--- src/design/wbsb_pkg.sv ---
`timescale 1ns / 1ps
// ----------------------------------------------------------------------------
// wbsb_pkg
// Shared constants, types, state codes and coefficient tables for the
// windowed block spectrum bins block.
// ----------------------------------------------------------------------------
package wbsb_pkg;

   localparam int BLOCK_LENGTH    = 32;
   localparam int INDEX_WIDTH     = $clog2(BLOCK_LENGTH);
   localparam int SAMPLE_WIDTH    = 16;
   localparam int BIN_WIDTH       = 5;
   localparam int CSR_INDEX_WIDTH = 2;
   localparam int COEF_WIDTH      = 16;
   localparam int SUM_WIDTH       = SAMPLE_WIDTH + INDEX_WIDTH;
   localparam int DIFF_WIDTH      = SUM_WIDTH + 1;
   localparam int PROD_WIDTH      = DIFF_WIDTH + COEF_WIDTH;
   localparam int Y_WIDTH         = DIFF_WIDTH + 1;
   localparam int TW_WIDTH        = Y_WIDTH + COEF_WIDTH;
   localparam int ACC_WIDTH       = TW_WIDTH + INDEX_WIDTH;
   localparam int PART_WIDTH      = 28;
   localparam int SQ_WIDTH        = 2 * PART_WIDTH + 1;
   localparam int RES_WIDTH       = SQ_WIDTH + 1;
   localparam int ROOT_STEPS      = 29;
   localparam int ITER_WIDTH      = $clog2(ROOT_STEPS);
   localparam int MAG_WIDTH       = 23;
   localparam int DRAIN_CYCLES    = 6;
   localparam int DRAIN_WIDTH     = $clog2(DRAIN_CYCLES);
   localparam int WIN_DEN         = BLOCK_LENGTH - 1;

   localparam logic [CSR_INDEX_WIDTH-1:0] CSR_FIRST_BIN  = CSR_INDEX_WIDTH'(0);
   localparam logic [CSR_INDEX_WIDTH-1:0] CSR_SECOND_BIN = CSR_INDEX_WIDTH'(1);

   localparam longint Q30_ONE     = 64'sd1073741824;
   localparam longint HALF_PI_Q30 = 64'sd1686629713;

   typedef enum logic [2:0] {
      ST_IDLE,
      ST_RUN,
      ST_DRAIN,
      ST_ROUND,
      ST_SQUARE,
      ST_ROOT_LOAD,
      ST_ROOT,
      ST_OUTPUT
   } wbsb_state_type;

   typedef struct packed {
      logic                   sample_we;
      logic                   first_sample;
      logic                   block_start;
      logic [INDEX_WIDTH-1:0] index;
      logic                   read_en;
      logic                   round_en;
      logic                   square_en;
      logic                   bin_sel;
      logic                   root_load;
      logic                   root_step;
      logic                   out_load;
   } wbsb_cmd_type;

   typedef struct packed {
      logic root_last;
   } wbsb_status_type;

   typedef logic signed [COEF_WIDTH-1:0] coef_table_type [BLOCK_LENGTH];

   typedef struct packed {
      logic signed [63:0] c;
      logic signed [63:0] s;
   } trig_pair_type;

   // Cosine and sine in Q2.30 of a 32-bit turn fraction.
   function automatic trig_pair_type trig_q30(input longint phase);
      longint quad;
      longint r;
      longint a;
      longint a2;
      longint s;
      longint ts;
      longint c;
      longint tc;
      trig_pair_type res;
      quad = (phase >>> 30) & 64'sd3;
      r    = phase & (Q30_ONE - 64'sd1);
      a    = (r * HALF_PI_Q30) >>> 30;
      a2   = (a * a) / Q30_ONE;
      s    = a;
      ts   = a;
      c    = Q30_ONE;
      tc   = Q30_ONE;
      ts = -((ts * a2) / Q30_ONE) / 6;   tc = -((tc * a2) / Q30_ONE) / 2;
      s  = s + ts;                       c  = c + tc;
      ts = -((ts * a2) / Q30_ONE) / 20;  tc = -((tc * a2) / Q30_ONE) / 12;
      s  = s + ts;                       c  = c + tc;
      ts = -((ts * a2) / Q30_ONE) / 42;  tc = -((tc * a2) / Q30_ONE) / 30;
      s  = s + ts;                       c  = c + tc;
      ts = -((ts * a2) / Q30_ONE) / 72;  tc = -((tc * a2) / Q30_ONE) / 56;
      s  = s + ts;                       c  = c + tc;
      ts = -((ts * a2) / Q30_ONE) / 110; tc = -((tc * a2) / Q30_ONE) / 90;
      s  = s + ts;                       c  = c + tc;
      ts = -((ts * a2) / Q30_ONE) / 156; tc = -((tc * a2) / Q30_ONE) / 132;
      s  = s + ts;                       c  = c + tc;
      ts = -((ts * a2) / Q30_ONE) / 210; tc = -((tc * a2) / Q30_ONE) / 182;
      s  = s + ts;                       c  = c + tc;
      case (quad)
         64'sd0: begin res.c = c;  res.s = s;  end
         64'sd1: begin res.c = -s; res.s = c;  end
         64'sd2: begin res.c = -c; res.s = -s; end
         default: begin res.c = s; res.s = -c; end
      endcase
      return res;
   endfunction

   function automatic longint round_q15(input longint v);
      longint mag;
      longint q;
      mag = (v < 0) ? -v : v;
      q   = (mag + 64'sd16384) >>> 15;
      return (v < 0) ? -q : q;
   endfunction

   function automatic logic signed [COEF_WIDTH-1:0] sat_q15(input longint v);
      logic signed [COEF_WIDTH-1:0] res;
      if (v > 64'sd32767) begin
         res = 16'sh7fff;
      end else if (v < -64'sd32768) begin
         res = 16'sh8000;
      end else begin
         res = COEF_WIDTH'(v);
      end
      return res;
   endfunction

   function automatic coef_table_type build_window();
      coef_table_type t;
      trig_pair_type  p;
      longint         phase;
      longint         w30;
      for (int n = 0; n < BLOCK_LENGTH; n++) begin
         phase = (longint'(n % WIN_DEN) <<< 32) / WIN_DEN;
         p     = trig_q30(phase);
         w30   = (64'sd54 * Q30_ONE - 64'sd46 * p.c) / 100;
         t[n]  = sat_q15(round_q15(w30));
      end
      return t;
   endfunction

   function automatic coef_table_type build_cos();
      coef_table_type t;
      trig_pair_type  p;
      longint         phase;
      for (int n = 0; n < BLOCK_LENGTH; n++) begin
         phase = (longint'(n % BLOCK_LENGTH) <<< 32) / BLOCK_LENGTH;
         p     = trig_q30(phase);
         t[n]  = sat_q15(round_q15(p.c));
      end
      return t;
   endfunction

   function automatic coef_table_type build_sin();
      coef_table_type t;
      trig_pair_type  p;
      longint         phase;
      for (int n = 0; n < BLOCK_LENGTH; n++) begin
         phase = (longint'(n % BLOCK_LENGTH) <<< 32) / BLOCK_LENGTH;
         p     = trig_q30(phase);
         t[n]  = sat_q15(round_q15(p.s));
      end
      return t;
   endfunction

   localparam coef_table_type WIN_TABLE = build_window();
   localparam coef_table_type COS_TABLE = build_cos();
   localparam coef_table_type SIN_TABLE = build_sin();

endpackage

--- src/design/wbsb_ctrl.sv ---
`timescale 1ns / 1ps
// ----------------------------------------------------------------------------
// wbsb_ctrl
// Controller: counts samples, sequences the accumulation pass, the two
// square roots and the result hand-off.
// ----------------------------------------------------------------------------
module wbsb_ctrl
   import wbsb_pkg::*;
(
   input  logic            clock,
   input  logic            reset,
   input  logic            req_valid,
   output logic            req_stall,
   output logic            rsp_valid,
   input  logic            rsp_stall,
   output wbsb_cmd_type    cmd,
   input  wbsb_status_type status
);

   wbsb_state_type         state_ff, state_in;
   logic [INDEX_WIDTH-1:0] count_ff, count_in;
   logic [INDEX_WIDTH-1:0] run_ff, run_in;
   logic [DRAIN_WIDTH-1:0] drain_ff, drain_in;
   logic                   sel_ff, sel_in;
   logic                   rsp_valid_ff, rsp_valid_in;
   logic                   accept;
   logic                   last;
   logic                   out_free;

   assign accept   = req_valid && (state_ff == ST_IDLE);
   assign last     = (count_ff == INDEX_WIDTH'(BLOCK_LENGTH - 1));
   assign out_free = !rsp_valid_ff || !rsp_stall;

   always_comb begin
      state_in = state_ff;
      unique case (state_ff)
         ST_IDLE: begin
            if (accept && last) state_in = ST_RUN;
         end
         ST_RUN: begin
            if (run_ff == INDEX_WIDTH'(BLOCK_LENGTH - 1)) state_in = ST_DRAIN;
         end
         ST_DRAIN: begin
            if (drain_ff == DRAIN_WIDTH'(DRAIN_CYCLES - 1)) state_in = ST_ROUND;
         end
         ST_ROUND:     state_in = ST_SQUARE;
         ST_SQUARE:    state_in = ST_ROOT_LOAD;
         ST_ROOT_LOAD: state_in = ST_ROOT;
         ST_ROOT: begin
            if (status.root_last) state_in = sel_ff ? ST_OUTPUT : ST_SQUARE;
         end
         ST_OUTPUT: begin
            if (out_free) state_in = ST_IDLE;
         end
         default: state_in = ST_IDLE;
      endcase
   end

   always_comb begin
      cmd              = '0;
      cmd.sample_we    = accept;
      cmd.first_sample = (count_ff == '0);
      cmd.block_start  = accept && last;
      cmd.index        = (state_ff == ST_IDLE) ? count_ff : run_ff;
      cmd.bin_sel      = sel_ff;
      unique case (state_ff)
         ST_RUN:       cmd.read_en   = 1'b1;
         ST_ROUND:     cmd.round_en  = 1'b1;
         ST_SQUARE:    cmd.square_en = 1'b1;
         ST_ROOT_LOAD: cmd.root_load = 1'b1;
         ST_ROOT:      cmd.root_step = 1'b1;
         ST_OUTPUT:    cmd.out_load  = out_free;
         default: ;
      endcase
   end

   always_comb begin
      count_in = count_ff;
      if (accept) count_in = last ? '0 : count_ff + 1'b1;
      run_in   = (state_ff == ST_RUN) ? run_ff + 1'b1 : '0;
      drain_in = (state_ff == ST_DRAIN) ? drain_ff + 1'b1 : '0;
      sel_in   = sel_ff;
      if (state_ff == ST_ROUND) begin
         sel_in = 1'b0;
      end else if ((state_ff == ST_ROOT) && status.root_last) begin
         sel_in = 1'b1;
      end
      rsp_valid_in = cmd.out_load || (rsp_valid_ff && rsp_stall);
   end

   always_ff @(posedge clock) begin
      if (reset) begin
         state_ff     <= ST_IDLE;
         count_ff     <= '0;
         run_ff       <= '0;
         drain_ff     <= '0;
         sel_ff       <= 1'b0;
         rsp_valid_ff <= 1'b0;
      end else begin
         state_ff     <= state_in;
         count_ff     <= count_in;
         run_ff       <= run_in;
         drain_ff     <= drain_in;
         sel_ff       <= sel_in;
         rsp_valid_ff <= rsp_valid_in;
      end
   end

   assign req_stall = (state_ff != ST_IDLE);
   assign rsp_valid = rsp_valid_ff;

endmodule

--- config.mk ---
export PLATFORM = sky130hd
export DESIGN_NAME = wbsb_ctrl
export DESIGN_NICKNAME = d
export VERILOG_FILES = /design/src/design/wbsb_pkg.sv /design/src/design/wbsb_ctrl.sv
export SDC_FILE = /design/constraint.sdc
export NUM_CORES = 1
export LEC_CHECK = 0
export ABC_AREA = 1
export BUFFER_PORTS_ARGS = -buffer_cell sky130_fd_sc_hd__buf_2
export CORE_ASPECT_RATIO = 0.9
export CORE_MARGIN = 2
export CORE_UTILIZATION = 50
export CTS_BUF_LIST = sky130_fd_sc_hd__clkbuf_2
export DETAILED_ROUTE_END_ITERATION = 7
export GPL_TIMING_DRIVEN = 0
export PLACE_DENSITY = 0.8
export SLEW_MARGIN = 20
export SYNTH_ARGS = -nofsm -noshare
export SYNTH_HDL_FRONTEND = slang
export SYNTH_SLANG_ARGS = --single-unit
export TNS_END_PERCENT = 30
--- constraint.sdc ---
create_clock -name clock -period 1.3 [get_ports clock]
set_input_delay 0.13 -clock clock [delete_from_list [all_inputs] [get_ports clock]]
set_output_delay 0.13 -clock clock [all_outputs]
set_load 0.03 [all_outputs]
## After elaboration in Yosys (flattened, before gate mapping)

Index checks and enable logic that the tools add are counted.

- Muxes and demuxes: 15
- Bitwise operators: 2
- Add/sub/neg operators: 3
- Reductions and logical operators: 15
- Div/mod/pow operators: 0
- Eq/ne operators: 15
- $mul: 0
- Shift-type cells: 0
- Order comparisons: 0

Operators by type and width:

| cell | number |
|---|---|
| $pmux 3 s8 | 1 |
| $eq 3x3->1 const B | 5 |
| $mux 3 | 5 |
| $add 5x1->5 const B | 2 |
| $eq 5x5->1 const B | 2 |
| $mux 5 | 2 |
| $ne 2x2->1 const B | 5 |
| $eq 3x2->1 const B | 2 |
| $mux 1 | 6 |
| $reduce_or 2->1 | 3 |
| $logic_not 5->1 | 1 |
| $reduce_and 5->1 | 1 |
| $logic_and 1x1->1 | 4 |
| $add 3x1->3 const B | 1 |
| $eq 3x1->1 const B | 1 |
| $logic_not 3->1 | 1 |
| $reduce_bool 3->1 | 1 |
| $logic_not 1->1 | 2 |
| $logic_or 1x1->1 | 2 |
| $mux 2 | 1 |
| $not 1->1 | 2 |

- Input port bits: 5
- RAM bits: 0
- Latch bits: 0
- Word-level logic and storage cells: 56
- ROM bits: 0
- Output and inout bits: 17
- Memories kept: 0
- Register bits: 18

## Logic depth before layout (Yosys ltp)

Gate-level depths: netlist of run 1.

- Depth in word-level cells: 5
- Depth in mapped cells: 12
- Gate-level depth less buffers: 12

## Worst setup path after synthesis of run 1

OpenSTA, ideal clock, no wires.

- Path type: register -> output
- Start point: reg state_ff[0]
- End point: out cmd[11] in the netlist's numbering
- Required time: 1.170 ns
- Path buffers: 1
- Path slack: -0.409 ns
- Arrival time: 1.579 ns
- Cell stages (with the launch flop): 7
- Cells stage by stage: dfxtp_1 -> inv_2 -> nand2_2 -> nor2_2 -> buf_6 -> inv_1 -> o21ai_0

RTL lines:

| what | RTL line | source |
|---|---|---|
| start: declaration | wbsb_ctrl.sv:20 | `wbsb_state_type state_ff, state_in;` |
| start signal: assignment | wbsb_ctrl.sv:100 | `state_ff <= state_in;` |
| end: declaration | wbsb_ctrl.sv:16 | `output wbsb_cmd_type cmd,` |

==> results.py, run 1 <==
metrics = {
    "status": {
        "status": "finished with violations",
        "violations": "negative setup slack",
    },
    "pwr": {
        "internal_power_mw": 1.45,
        "p_comb_share_pct": 65.5,
        "p_leak_nw": 0.635,
        "ir_drop_v": 0.00144,
        "p_switching_mw": 1.36,
        "swShare_pct": 48.3,
        "p_per_area_mw_per_mm2": 1940,
        "p_clk_share_pct": 8.7,
        "seq_power_share_pct": 25.7,
    },
    "worst_hold_path": {
        "min_from": "status",
        "min_path_cells": 3,
        "min-delay-path-class": "in -> reg",
        "worstHoldEndpoint": "sel_ff$_SDFFE_PP0P_",
    },
    "drt": {
        "wl_microns": 2650,
        "vias_per_cell": 5.13,
        "drc": 0,
        "vias": 1041,
        "detail_route.first_pass.iterations": 5,
        "wire_per_inst_microns": 13.0,
        "drt-initial-drc-count": 23,
        "ant_nets": 0,
    },
    "clock_tree": {
        "clockBufferDepth": 2,
        "cts_root_buf": "clkbuf_2",
        "insertion_delay_ns": 0.32,
        "h-tree-depth": 1,
        "numClockSinks": 18,
        "clkTransAtPathRegs_ns": 0.16,
        "cts_inserted_buffers": 3,
        "cts_tree": "yes",
    },
    "synth": {
        "ys.flop_type": "dfxtp_1",
        "ys_seq_area_share_pct": 35.5,
        "syn_avg_cell_area_sq_um": 7.10,
        "yosysUniqueCellTypes": 25,
        "ys_warn_count": 0,
        "async_flop_share_pct": 0,
        "yosys_register_bits": 18,
        "synth-edff-count": 0,
        "synth_area_sq_mm": 0.00101,
        "synthCells": 143,
        "synth_fp_nets": 155,
    },
    "timing": {
        "tightest_slew_ns": 0.294,
        "setup_viol": 20,
        "tns_ns": -3.56,
        "slew_viol_final": 0,
        "fmax_mhz": 622,
        "rsz0062_at_grt": "true",
        "worst_clock_skew_ns": 0.00358,
        "slew_headroom_pct": 80.3,
        "layout_setup_ws_ns": -0.308,
        "final.min_clock_period_ns": 1.61,
        "whs_ns": 0.0640,
        "hold_violations": 0,
        "period_share_pct": 124,
    },
    "setup_path": {
        "critPathRequiredTime_ns": 1.17,
        "criticalPathCategory": "reg -> out",
        "worstPathMaxFanout": 3,
        "max_stage_delay_ns": 0.39,
        "critical_path.cell_chain": "ha_4 -> inv_2 -> nor3_2 -> ha_2 -> inv_4 -> nor2_4 -> buf_6",
        "start_kind": "flip-flop",
        "cp_slowest_cell": "dfxtp_2",
        "arrival_ns": 1.48,
        "reg2reg_to": "state_ff[1]$_SDFFE_PP0P_",
        "reg2regPathDepth": 10,
        "ff2ff_setup_slack_ns": -0.21,
        "reg2reg_from": "count_ff[1]$_SDFFE_PP0P_",
        "end_kind": "primary output",
    },
    "finish": {
        "fin_nets": 191,
        "antenna_cells": 0,
        "fin_util_pct": 75.4,
        "finalNonFillerCells": 203,
        "area_growth_pct": 42.3,
        "layout_common_cells": "nor2_1 (23), inv_1 (18), buf_4 (18), nand2_1 (13), dfxtp_1 (9)",
        "multi_input_area_sq_um": 627,
        "final_common_cell": "nor2_1",
        "fillCellCount": 138,
        "drive_gt1_share_pct": 47.8,
        "seq_area_sq_um": 379,
    },
    "global_route": {
        "grt_max_degree": 11,
        "first_global_vias": 873,
        "grt_usage_pct": 19.7,
        "gr-total-overflow": 0,
        "grt_pass1_wl_microns": 3440,
        "grt_antenna_before_repair": 0,
    },
    "die": {
        "io-pin-count": 22,
        "start_util_pct": 53.0,
        "dieWidth_microns": 51.5,
        "die-area_sq_mm": 0.00241,
        "rows": 15,
        "dieHeight_microns": 46.7,
        "coreArea_sq_mm": 0.00191,
    },
    "placed_design": {
        "hpwlAfterDp_microns": 1560,
        "place_congestion": 0.778,
        "dp.cells": 189,
        "placement.io_buffers": 21,
        "pre_cts_slack_ns": -0.480,
    },
    "run": {
        "drv_cap": 0,
    },
}
==> area by class of cell <==
type                       count  area share (%)
clock buffer                   3            1.04
sequential                    18            26.3
multi-input combinational     93            43.4
buffer                         4            2.60
timing repair buffer          31            16.5
clock inverter                 1           0.260
inverter                      28            7.80
tap                           25            2.17
==> how the worst max path moves through the flow <==
stage | startpoint | to | slack [ns]
final | count_ff[1]$_SDFFE_PP0P_ | cmd[12] | -0.31
after global routing | count_ff[1]$_SDFFE_PP0P_ | cmd[12] | -0.39
after CTS | state_ff[0]$_SDFFE_PP0P_ | cmd[11] | -0.31
after detailed placement | count_ff[0]$_SDFFE_PP0P_ | count_ff[3]$_SDFFE_PP0P_ | -0.48
after global placement | count_ff[0]$_SDFFE_PP0P_ | count_ff[0]$_SDFFE_PP0P_ | -0.38
after floorplan | state_ff[1]$_SDFFE_PP0P_ | cmd[10] | -0.19
==> Yosys cell counts, types with 2 or more instances <==
library cell / instances / area share, %
nand3_1: 8 / 3.9
nor2_2: 2 / 1.2
buf_6: 2 / 2.2
a21oi_1: 4 / 2.0
dfxtp_1: 18 / 36
ha_1: 7 / 8.6
inv_2: 3 / 1.1
o21ai_0: 10 / 4.9
buf_4: 2 / 1.5
nand2_1: 19 / 7.0
nor2_1: 27 / 10
nand2_2: 2 / 1.2
inv_1: 25 / 9.2
nor3_1: 3 / 1.5
==> sequential cells by signal, indices dropped and copies added (netlist names) <==
register   flops
rsp_valid      1
sel_ff         1
count_ff       5
run_ff         5
state_ff       3
drain_ff       3
==> stage by stage <==
stage | total power [mW] | cell area (sq um)
6_report | 2.80 | 1440
3_5_place_dp | 1.93 | 1160
2_1_floorplan | 1.67 | 1020
3_3_place_gp | 1.89 | 1160
5_1_grt | 2.97 | 1440
4_1_cts | 2.38 | 1310
==> per-layer routing <==
| metal | GRT usage, % | up-vias | wire [microns] |
|---|---|---|---|
| li1 | - | 515 | - |
| met1 | 21.8 | 477 | 1120 |
| met2 | 36.2 | 43 | 1310 |
| met3 | 7.32 | 6 | 176 |
| met4 | 5.79 | 0 | 44 |
| met5 | 0 | - | 0 |
==> repair_timing <==
item / CTS / global route
buffers inserted: 4 / 4
pin swaps: 5 / 12
hold endpoints to repair: 2 / 0
endpoints found under the setup margin: 22 / 23
hold buffers: 1 / 0
resized for setup: 36 / 35
gates cloned: 0 / 1
==> power by group through the flow <==
stage | clock (mW) | combinational [mW] | sequential (mW)
4_1_cts | 0.253 | 1.42 | 0.709
3_3_place_gp | 0 | 1.17 | 0.723
6_report | 0.245 | 1.84 | 0.722
3_5_place_dp | 0 | 1.20 | 0.727
5_1_grt | 0.274 | 1.96 | 0.729
2_1_floorplan | 0 | 0.961 | 0.709
==> logic make-up after synthesis <==
group / synth area share, %
buffers and inverters: 14.1
AOI/OAI and AO/OA: 11.3
and+or+nand+nor: 28.7
xor gates and xnor gates: 1.73
adders and majority gates: 8.63
DFF: 35.5
==> worst max-delay path: cells and delay by family, from the launching register on <==
family        cells  cell delay, ns
fa+ha+maj         2            0.36
buf+inv           3            0.21
flops             1            0.39
simple gates      2            0.19
No activity file was read; power rests on OpenSTA's default activity.
==> inputs of run 2 (changes only) <==
Settings changed: ABC_AREA 1 to default.
==> run 2 against run 1 <==
  * Synthesized area is 2.6% lower
  * Cell count down 11%
  * Maximum frequency decreased by 8.0%
  * The run still ends with negative setup slack left
  * Die area decreased by 2.4%
  * Highest routed layer unchanged
  * Critical path depth shrank 1
  * Design area up 8.0%
  * Largest power group is now sequential cells
==> results.py, run 2 <==
metrics = {
    "synth": {
        "yosysTopAreaCellShare_pct": 36.5,
        "ys.flop_type": "dfxtp_1",
        "yosysUniqueCellTypes": 34,
        "synth_fp_nets": 131,
        "yosys_register_bits": 18,
        "synth_largest_area_cell": "dfxtp_1",
        "synth_area_sq_um": 988,
        "synth-edff-count": 0,
        "syn_avg_cell_area_sq_um": 8.31,
        "synth_area_leaders": "dfxtp_1 (36%), ha_1 (8.9%), nor2_1 (6.1%), mux2_2 (5.7%), a21oi_1 (4.6%)",
        "ys_seq_area_share_pct": 36.5,
        "ys_warn_count": 0,
        "async_flop_share_pct": 0,
        "synth_common_cells": "dfxtp_1 (18), nor2_1 (16), nand2_1 (10), a21oi_1 (9)",
        "yosys.cell_count.top_type": "dfxtp_1",
        "synthCells": 119,
    },
    "global_route": {
        "first_global_vias": 972,
        "grt_max_degree": 11,
        "grt_antenna_before_repair": 0,
        "grt_usage_pct": 26.8,
        "gr-total-overflow": 0,
        "grt_pass1_wl_microns": 4490,
    },
    "finish": {
        "fin_nets": 169,
        "layout_common_cells": "buf_6 (20), nor2_1 (14), buf_4 (11), dfxtp_1 (10), nand2_1 (8)",
        "final_common_cell": "buf_6",
        "area_growth_pct": 57.7,
        "drive_gt1_share_pct": 51.6,
        "fillCellCount": 96,
        "antenna_cells": 0,
        "reg_top3": "count_ff x5, run_ff x5",
        "finalNonFillerCells": 180,
    },
    "setup_path": {
        "critPathRequiredTime_ns": 1.17,
        "criticalPathCategory": "reg -> out",
        "worstPathMaxFanout": 6,
        "arrival_ns": 1.62,
        "crit_family": "buffers and inverters",
        "reg2reg_to": "count_ff[2]$_SDFFE_PP0P_",
        "end_kind": "primary output",
        "crit_buf_inv": 4,
        "ff2ff_setup_slack_ns": -0.42,
        "reg2regPathDepth": 3,
        "start_kind": "flip-flop",
        "critical_path.cell_chain": "buf_6 -> nor3_4 -> buf_6 -> buf_4 -> and3_1 -> buf_6",
        "reg2reg_from": "state_ff[0]$_SDFFE_PP0P_",
        "path_common_cell": "buf_6",
        "max_stage_delay_ns": 0.40,
        "cp_slowest_cell": "dfxtp_4",
    },
    "drt": {
        "drt-initial-drc-count": 52,
        "drc": 0,
        "vias_per_cell": 5.85,
        "wl_microns": 3360,
        "detail_route.first_pass.iterations": 4,
        "ant_nets": 0,
        "wire_per_inst_microns": 18.7,
        "vias": 1053,
    },
    "die": {
        "io-pin-count": 22,
        "rows": 15,
        "dieHeight_microns": 46.2,
        "start_util_pct": 52.1,
        "die-area_sq_mm": 0.00235,
        "dieWidth_microns": 50.9,
        "coreArea_sq_mm": 0.00190,
    },
    "timing": {
        "setup_viol": 22,
        "worst_clock_skew_ns": 0.00686,
        "hold_violations": 0,
        "fmax_mhz": 572,
        "whs_ns": 0.121,
        "rsz0062_at_grt": "true",
        "slew_headroom_pct": 62.1,
        "period_share_pct": 135,
        "layout_setup_ws_ns": -0.449,
        "slew_viol_final": 0,
        "tightest_slew_ns": 0.569,
        "final.min_clock_period_ns": 1.75,
    },
    "pwr": {
        "swShare_pct": 28.3,
        "p_clk_share_pct": 26.3,
        "internal_power_mw": 0.673,
        "seq_power_share_pct": 59.0,
        "p_per_area_mw_per_mm2": 602,
        "p_comb_share_pct": 14.7,
        "p_switching_mw": 0.266,
        "ir_drop_v": 0.000644,
        "p_leak_nw": 0.676,
    },
    "placed_design": {
        "place_congestion": 0.780,
        "hpwlAfterDp_microns": 1510,
        "placement.io_buffers": 21,
        "dp.cells": 165,
    },
    "run": {
        "drv_cap": 0,
    },
    "clock_tree": {
        "insertion_delay_ns": 0.31,
        "clockBufferDepth": 2,
        "h-tree-depth": 1,
        "numClockSinks": 18,
        "cts_root_buf": "clkbuf_2",
        "clkTransAtPathRegs_ns": 0.18,
        "cts_tree": "yes",
        "cts_inserted_buffers": 3,
    },
    "status": {
        "status": "finished with violations",
        "violations": "negative setup slack",
    },
    "worst_hold_path": {
        "min_path_cells": 3,
        "min-delay-path-class": "in -> reg",
        "worstHoldEndpoint": "state_ff[0]$_SDFFE_PP0P_",
        "min_from": "reset",
    },
}
## run 2: cell types whose count changed after synthesis, moves of 3 or more
cell,delta
nor2_1,-11
o21ai_0,-8
a21oi_1,+5
clkbuf_1,+4
inv_1,-18
nand2b_1,+3
nand3_1,-4
nand2_1,-9
mux2_2,+5
and3_1,+3
## run 2: cells by family (layout without fill, tap and decap cells)
group,count (synthesis),count (layout),share of synthesized area (%)
buffers and inverters,16,52,7.72
flip-flops,18,18,36.5
XOR/XNOR,3,3,2.66
AO/OA/AOI/OAI,19,19,11.4
AND/OR/NAND/NOR,50,50,26.2
multiplexers,6,6,6.71
adder cells (fa/ha/maj),7,7,8.86
## run 2: worst max-delay path by stage
stage / start / end / slack [ns] / depth (start not counted)
global placement: state_ff[0]$_SDFFE_PP0P_ / cmd[11] / -0.46 / 4
CTS: state_ff[0]$_SDFFE_PP0P_ / count_ff[2]$_SDFFE_PP0P_ / -0.45 / 4
finish: state_ff[0]$_SDFFE_PP0P_ / cmd[12] / -0.45 / 6
global route: state_ff[0]$_SDFFE_PP0P_ / cmd[10] / -0.48 / 5
detailed placement: state_ff[0]$_SDFFE_PP0P_ / cmd[7] / -0.50 / 4
floorplan: state_ff[0]$_SDFFE_PP0P_ / count_ff[3]$_SDFFE_PP0P_ / -0.37 / 5
## run 2: layout make-up
| cell class | instances | area [sq um] | share of cell area [%] |
|---|---|---|---|
| multi-input cells | 85 | 717 | 46.0 |
| flip-flops and latches | 18 | 385 | 24.7 |
| repair buffers | 35 | 319 | 20.5 |
| plain buffers | 6 | 58.8 | 3.77 |
| inverters | 8 | 32.5 | 2.09 |
| well taps | 25 | 31.3 | 2.01 |
| clock buffers | 3 | 15.0 | 0.963 |
## run 2: worst reg2reg max path, cell delays in order, from the launching register on
cell     delay, ns
dfxtp_4       0.40
or4b_4        0.61
or4b_4        0.50
a21oi_2       0.15
## run 2: power by group through the flow
stage          combinational (mW)  clock, mW  sequential, mW
2_1_floorplan              0.0574          0           0.574
6_report                    0.138      0.247           0.554
5_1_grt                     0.146      0.263           0.555
3_3_place_gp               0.0788          0           0.576
3_5_place_dp               0.0803          0           0.577
4_1_cts                     0.125      0.242           0.552
## run 2: repair_timing
action / 4_1_cts / 5_1_grt
resized for setup: 76 / 20
pin swaps: 6 / 4
buffers inserted: 12 / 7
hold buffers: 0 / 0
setup endpoints to repair: 22 / 26
## run 2: through the flow
step / setup WS [ns] / setup TNS, ns / area, sq um / power (mW) / utilization [%]
3_5_place_dp: -0.498 / -5.08 / 1140 / 0.657 / 60.3
6_report: -0.449 / -6.19 / 1560 / 0.939 / 82.2
5_1_grt: -0.478 / -7.36 / 1560 / 0.963 / 82.2
4_1_cts: -0.452 / -5.50 / 1490 / 0.919 / 78.4
3_3_place_gp: -0.464 / -4.53 / 1140 / 0.655 / 60.3
2_1_floorplan: -0.373 / -2.45 / 1010 / 0.632 / -
## run 2: routing by layer
layer  part of all wire (%)  vias to the layer above  global-route usage, %
li1                       -                      480                      -
met3                    6.4                       18                   4.22
met4                    3.9                        0                   13.0
met1                     41                      501                   31.0
met2                     48                       54                   49.2
met5                      0                        -                      0
==> inputs of run 3 (changes only) <==
Settings changed: SKIP_CTS_REPAIR_TIMING from default to 1.
==> run 3 against run 2 <==
  * The run still ends with negative setup slack left
  * Maximum frequency is 3.8% lower
  * Critical path depth down 1
  * Design area is 10% lower
  * Count of clock-buffer cells in the layout unchanged
==> results.py, run 3 (synthesized netlist as in run 2, its figures left out) <==
metrics = {
    "finish": {
        "fillCellCount": 122,
        "multi_input_area_sq_um": 651,
        "seq_area_sq_um": 382,
        "reg_top3": "count_ff x5, run_ff x5",
        "final_common_cell": "nor2_1",
        "area_growth_pct": 41.3,
        "finalNonFillerCells": 177,
        "layout_common_cells": "nor2_1 (15), buf_2 (12), buf_4 (11), dfxtp_1 (11)",
        "antenna_cells": 0,
        "fin_util_pct": 73.7,
        "drive_gt1_share_pct": 42.1,
        "fin_nets": 166,
    },
    "die": {
        "dieWidth_microns": 50.9,
        "start_util_pct": 52.1,
        "die-area_sq_mm": 0.00235,
        "rows": 15,
        "dieHeight_microns": 46.2,
        "coreArea_sq_mm": 0.00190,
        "io-pin-count": 22,
    },
    "worst_hold_path": {
        "min-delay-path-class": "in -> reg",
    },
    "drt": {
        "vias": 975,
        "wl_microns": 2590,
        "wire_per_inst_microns": 14.6,
        "vias_per_cell": 5.51,
        "detail_route.first_pass.iterations": 4,
        "drc": 0,
        "ant_nets": 0,
        "drt-initial-drc-count": 21,
    },
    "pwr": {
        "p_leak_nw": 0.631,
        "ir_drop_v": 0.000612,
        "p_clk_share_pct": 26.2,
        "internal_power_mw": 0.668,
        "p_per_area_mw_per_mm2": 656,
        "seq_power_share_pct": 60.9,
        "p_switching_mw": 0.248,
        "swShare_pct": 27.1,
        "p_comb_share_pct": 12.9,
    },
    "run": {
        "drv_cap": 0,
    },
    "setup_path": {
        "end_kind": "primary output",
        "worstPathMaxFanout": 8,
        "arrival_ns": 1.69,
        "path_common_cell": "buf_6",
        "critPathRequiredTime_ns": 1.17,
        "critical_path.cell_chain": "or4b_4 -> buf_6 -> inv_4 -> buf_6 -> buf_6",
        "cp_slowest_cell": "or4b_4",
        "start_kind": "flip-flop",
        "max_stage_delay_ns": 0.55,
        "crit_family": "simple AND/OR/NAND/NOR gates",
        "crit_buf_inv": 4,
        "criticalPathCategory": "reg -> out",
    },
    "placed_design": {
        "place_congestion": 0.780,
        "pre_cts_slack_ns": -0.498,
        "hpwlAfterDp_microns": 1510,
        "placement.io_buffers": 21,
        "dp.cells": 165,
    },
    "global_route": {
        "first_global_vias": 744,
        "grt_max_degree": 11,
        "grt_usage_pct": 19.1,
        "grt_antenna_before_repair": 0,
        "gr-total-overflow": 0,
        "grt_pass1_wl_microns": 3260,
    },
    "timing": {
        "period_share_pct": 140,
        "slew_headroom_pct": 66.6,
        "layout_setup_ws_ns": -0.517,
        "hold_violations": 0,
        "fmax_mhz": 550,
        "rsz0062_at_grt": "true",
        "final.min_clock_period_ns": 1.82,
        "slew_viol_final": 0,
        "whs_ns": 0.128,
        "worst_clock_skew_ns": 0.00249,
        "tightest_slew_ns": 0.500,
        "setup_viol": 21,
    },
    "clock_tree": {
        "numClockSinks": 18,
        "cts_tree": "yes",
        "cts_inserted_buffers": 3,
        "h-tree-depth": 1,
        "insertion_delay_ns": 0.30,
        "cts_root_buf": "clkbuf_2",
        "clockBufferDepth": 2,
        "clkTransAtPathRegs_ns": 0.17,
    },
    "status": {
        "status": "finished with violations",
        "violations": "negative setup slack",
    },
}
## run 3: cell types whose count changed in the layout (fill, tap and decap cells not counted), moves of 2 or more
cell and change:
buf_6 -10, buf_2 +6, a21oi_1 +3, a21oi_2 -3, clkbuf_4 +2, ha_1 +2
mux2_2 +2, mux2_4 -2, nand2_1 +2, nand2_2 -2
## run 3: area by class of cell
type / count / area share, %
clock buffer: 3 / 1.08
tap: 25 / 2.24
multi-input combinational: 85 / 46.6
sequential: 18 / 27.3
inverter: 8 / 2.33
timing repair buffer: 31 / 16.7
buffer: 7 / 3.76
## run 3: final timing paths
path	start	end	slack, ns	depth (start not counted)
max	state_ff[0]$_SDFFE_PP0P_	cmd[14]	-0.52	5
min	reset	state_ff[0]$_SDFFE_PP0P_	0.13	3
max reg2reg	state_ff[0]$_SDFFE_PP0P_	count_ff[2]$_SDFFE_PP0P_	-0.50	4
min reg2reg	run_ff[0]$_SDFF_PP0_	run_ff[0]$_SDFF_PP0_	0.46	1
## run 3: metrics by stage
stage	power, mW	setup TNS [ns]	instance area, sq um
after CTS	0.888	-10.21	1160
after floorplan	0.632	-2.45	1010
after detailed placement	0.657	-5.08	1140
after global placement	0.655	-4.53	1140
after global routing	0.946	-8.10	1400
final	0.916	-6.77	1400
## run 3: worst reg2reg max path, stage by stage (launching register included)
cell and delay (ns):
dfxtp_4 0.41, or4b_4 0.55, buf_6 0.15, or4b_1 0.49, a21oi_2 0.14
## run 3: power groups by stage
| stage | Combinational, mW | Sequential [mW] | Clock (mW) |
|---|---|---|---|
| 6_report | 0.118 | 0.558 | 0.239 |
| 5_1_grt | 0.127 | 0.559 | 0.260 |
| 4_1_cts | 0.0807 | 0.565 | 0.242 |
| 3_5_place_dp | 0.0803 | 0.577 | 0 |
| 3_3_place_gp | 0.0788 | 0.576 | 0 |
| 2_1_floorplan | 0.0574 | 0.574 | 0 |
## run 3: metal layers
layer,wire (microns),up-vias,track usage (%)
met5,0,-,0
met1,1150,469,23.7
li1,-,474,-
met3,105,6,3.90
met2,1270,26,32.1
met4,56,0,9.73
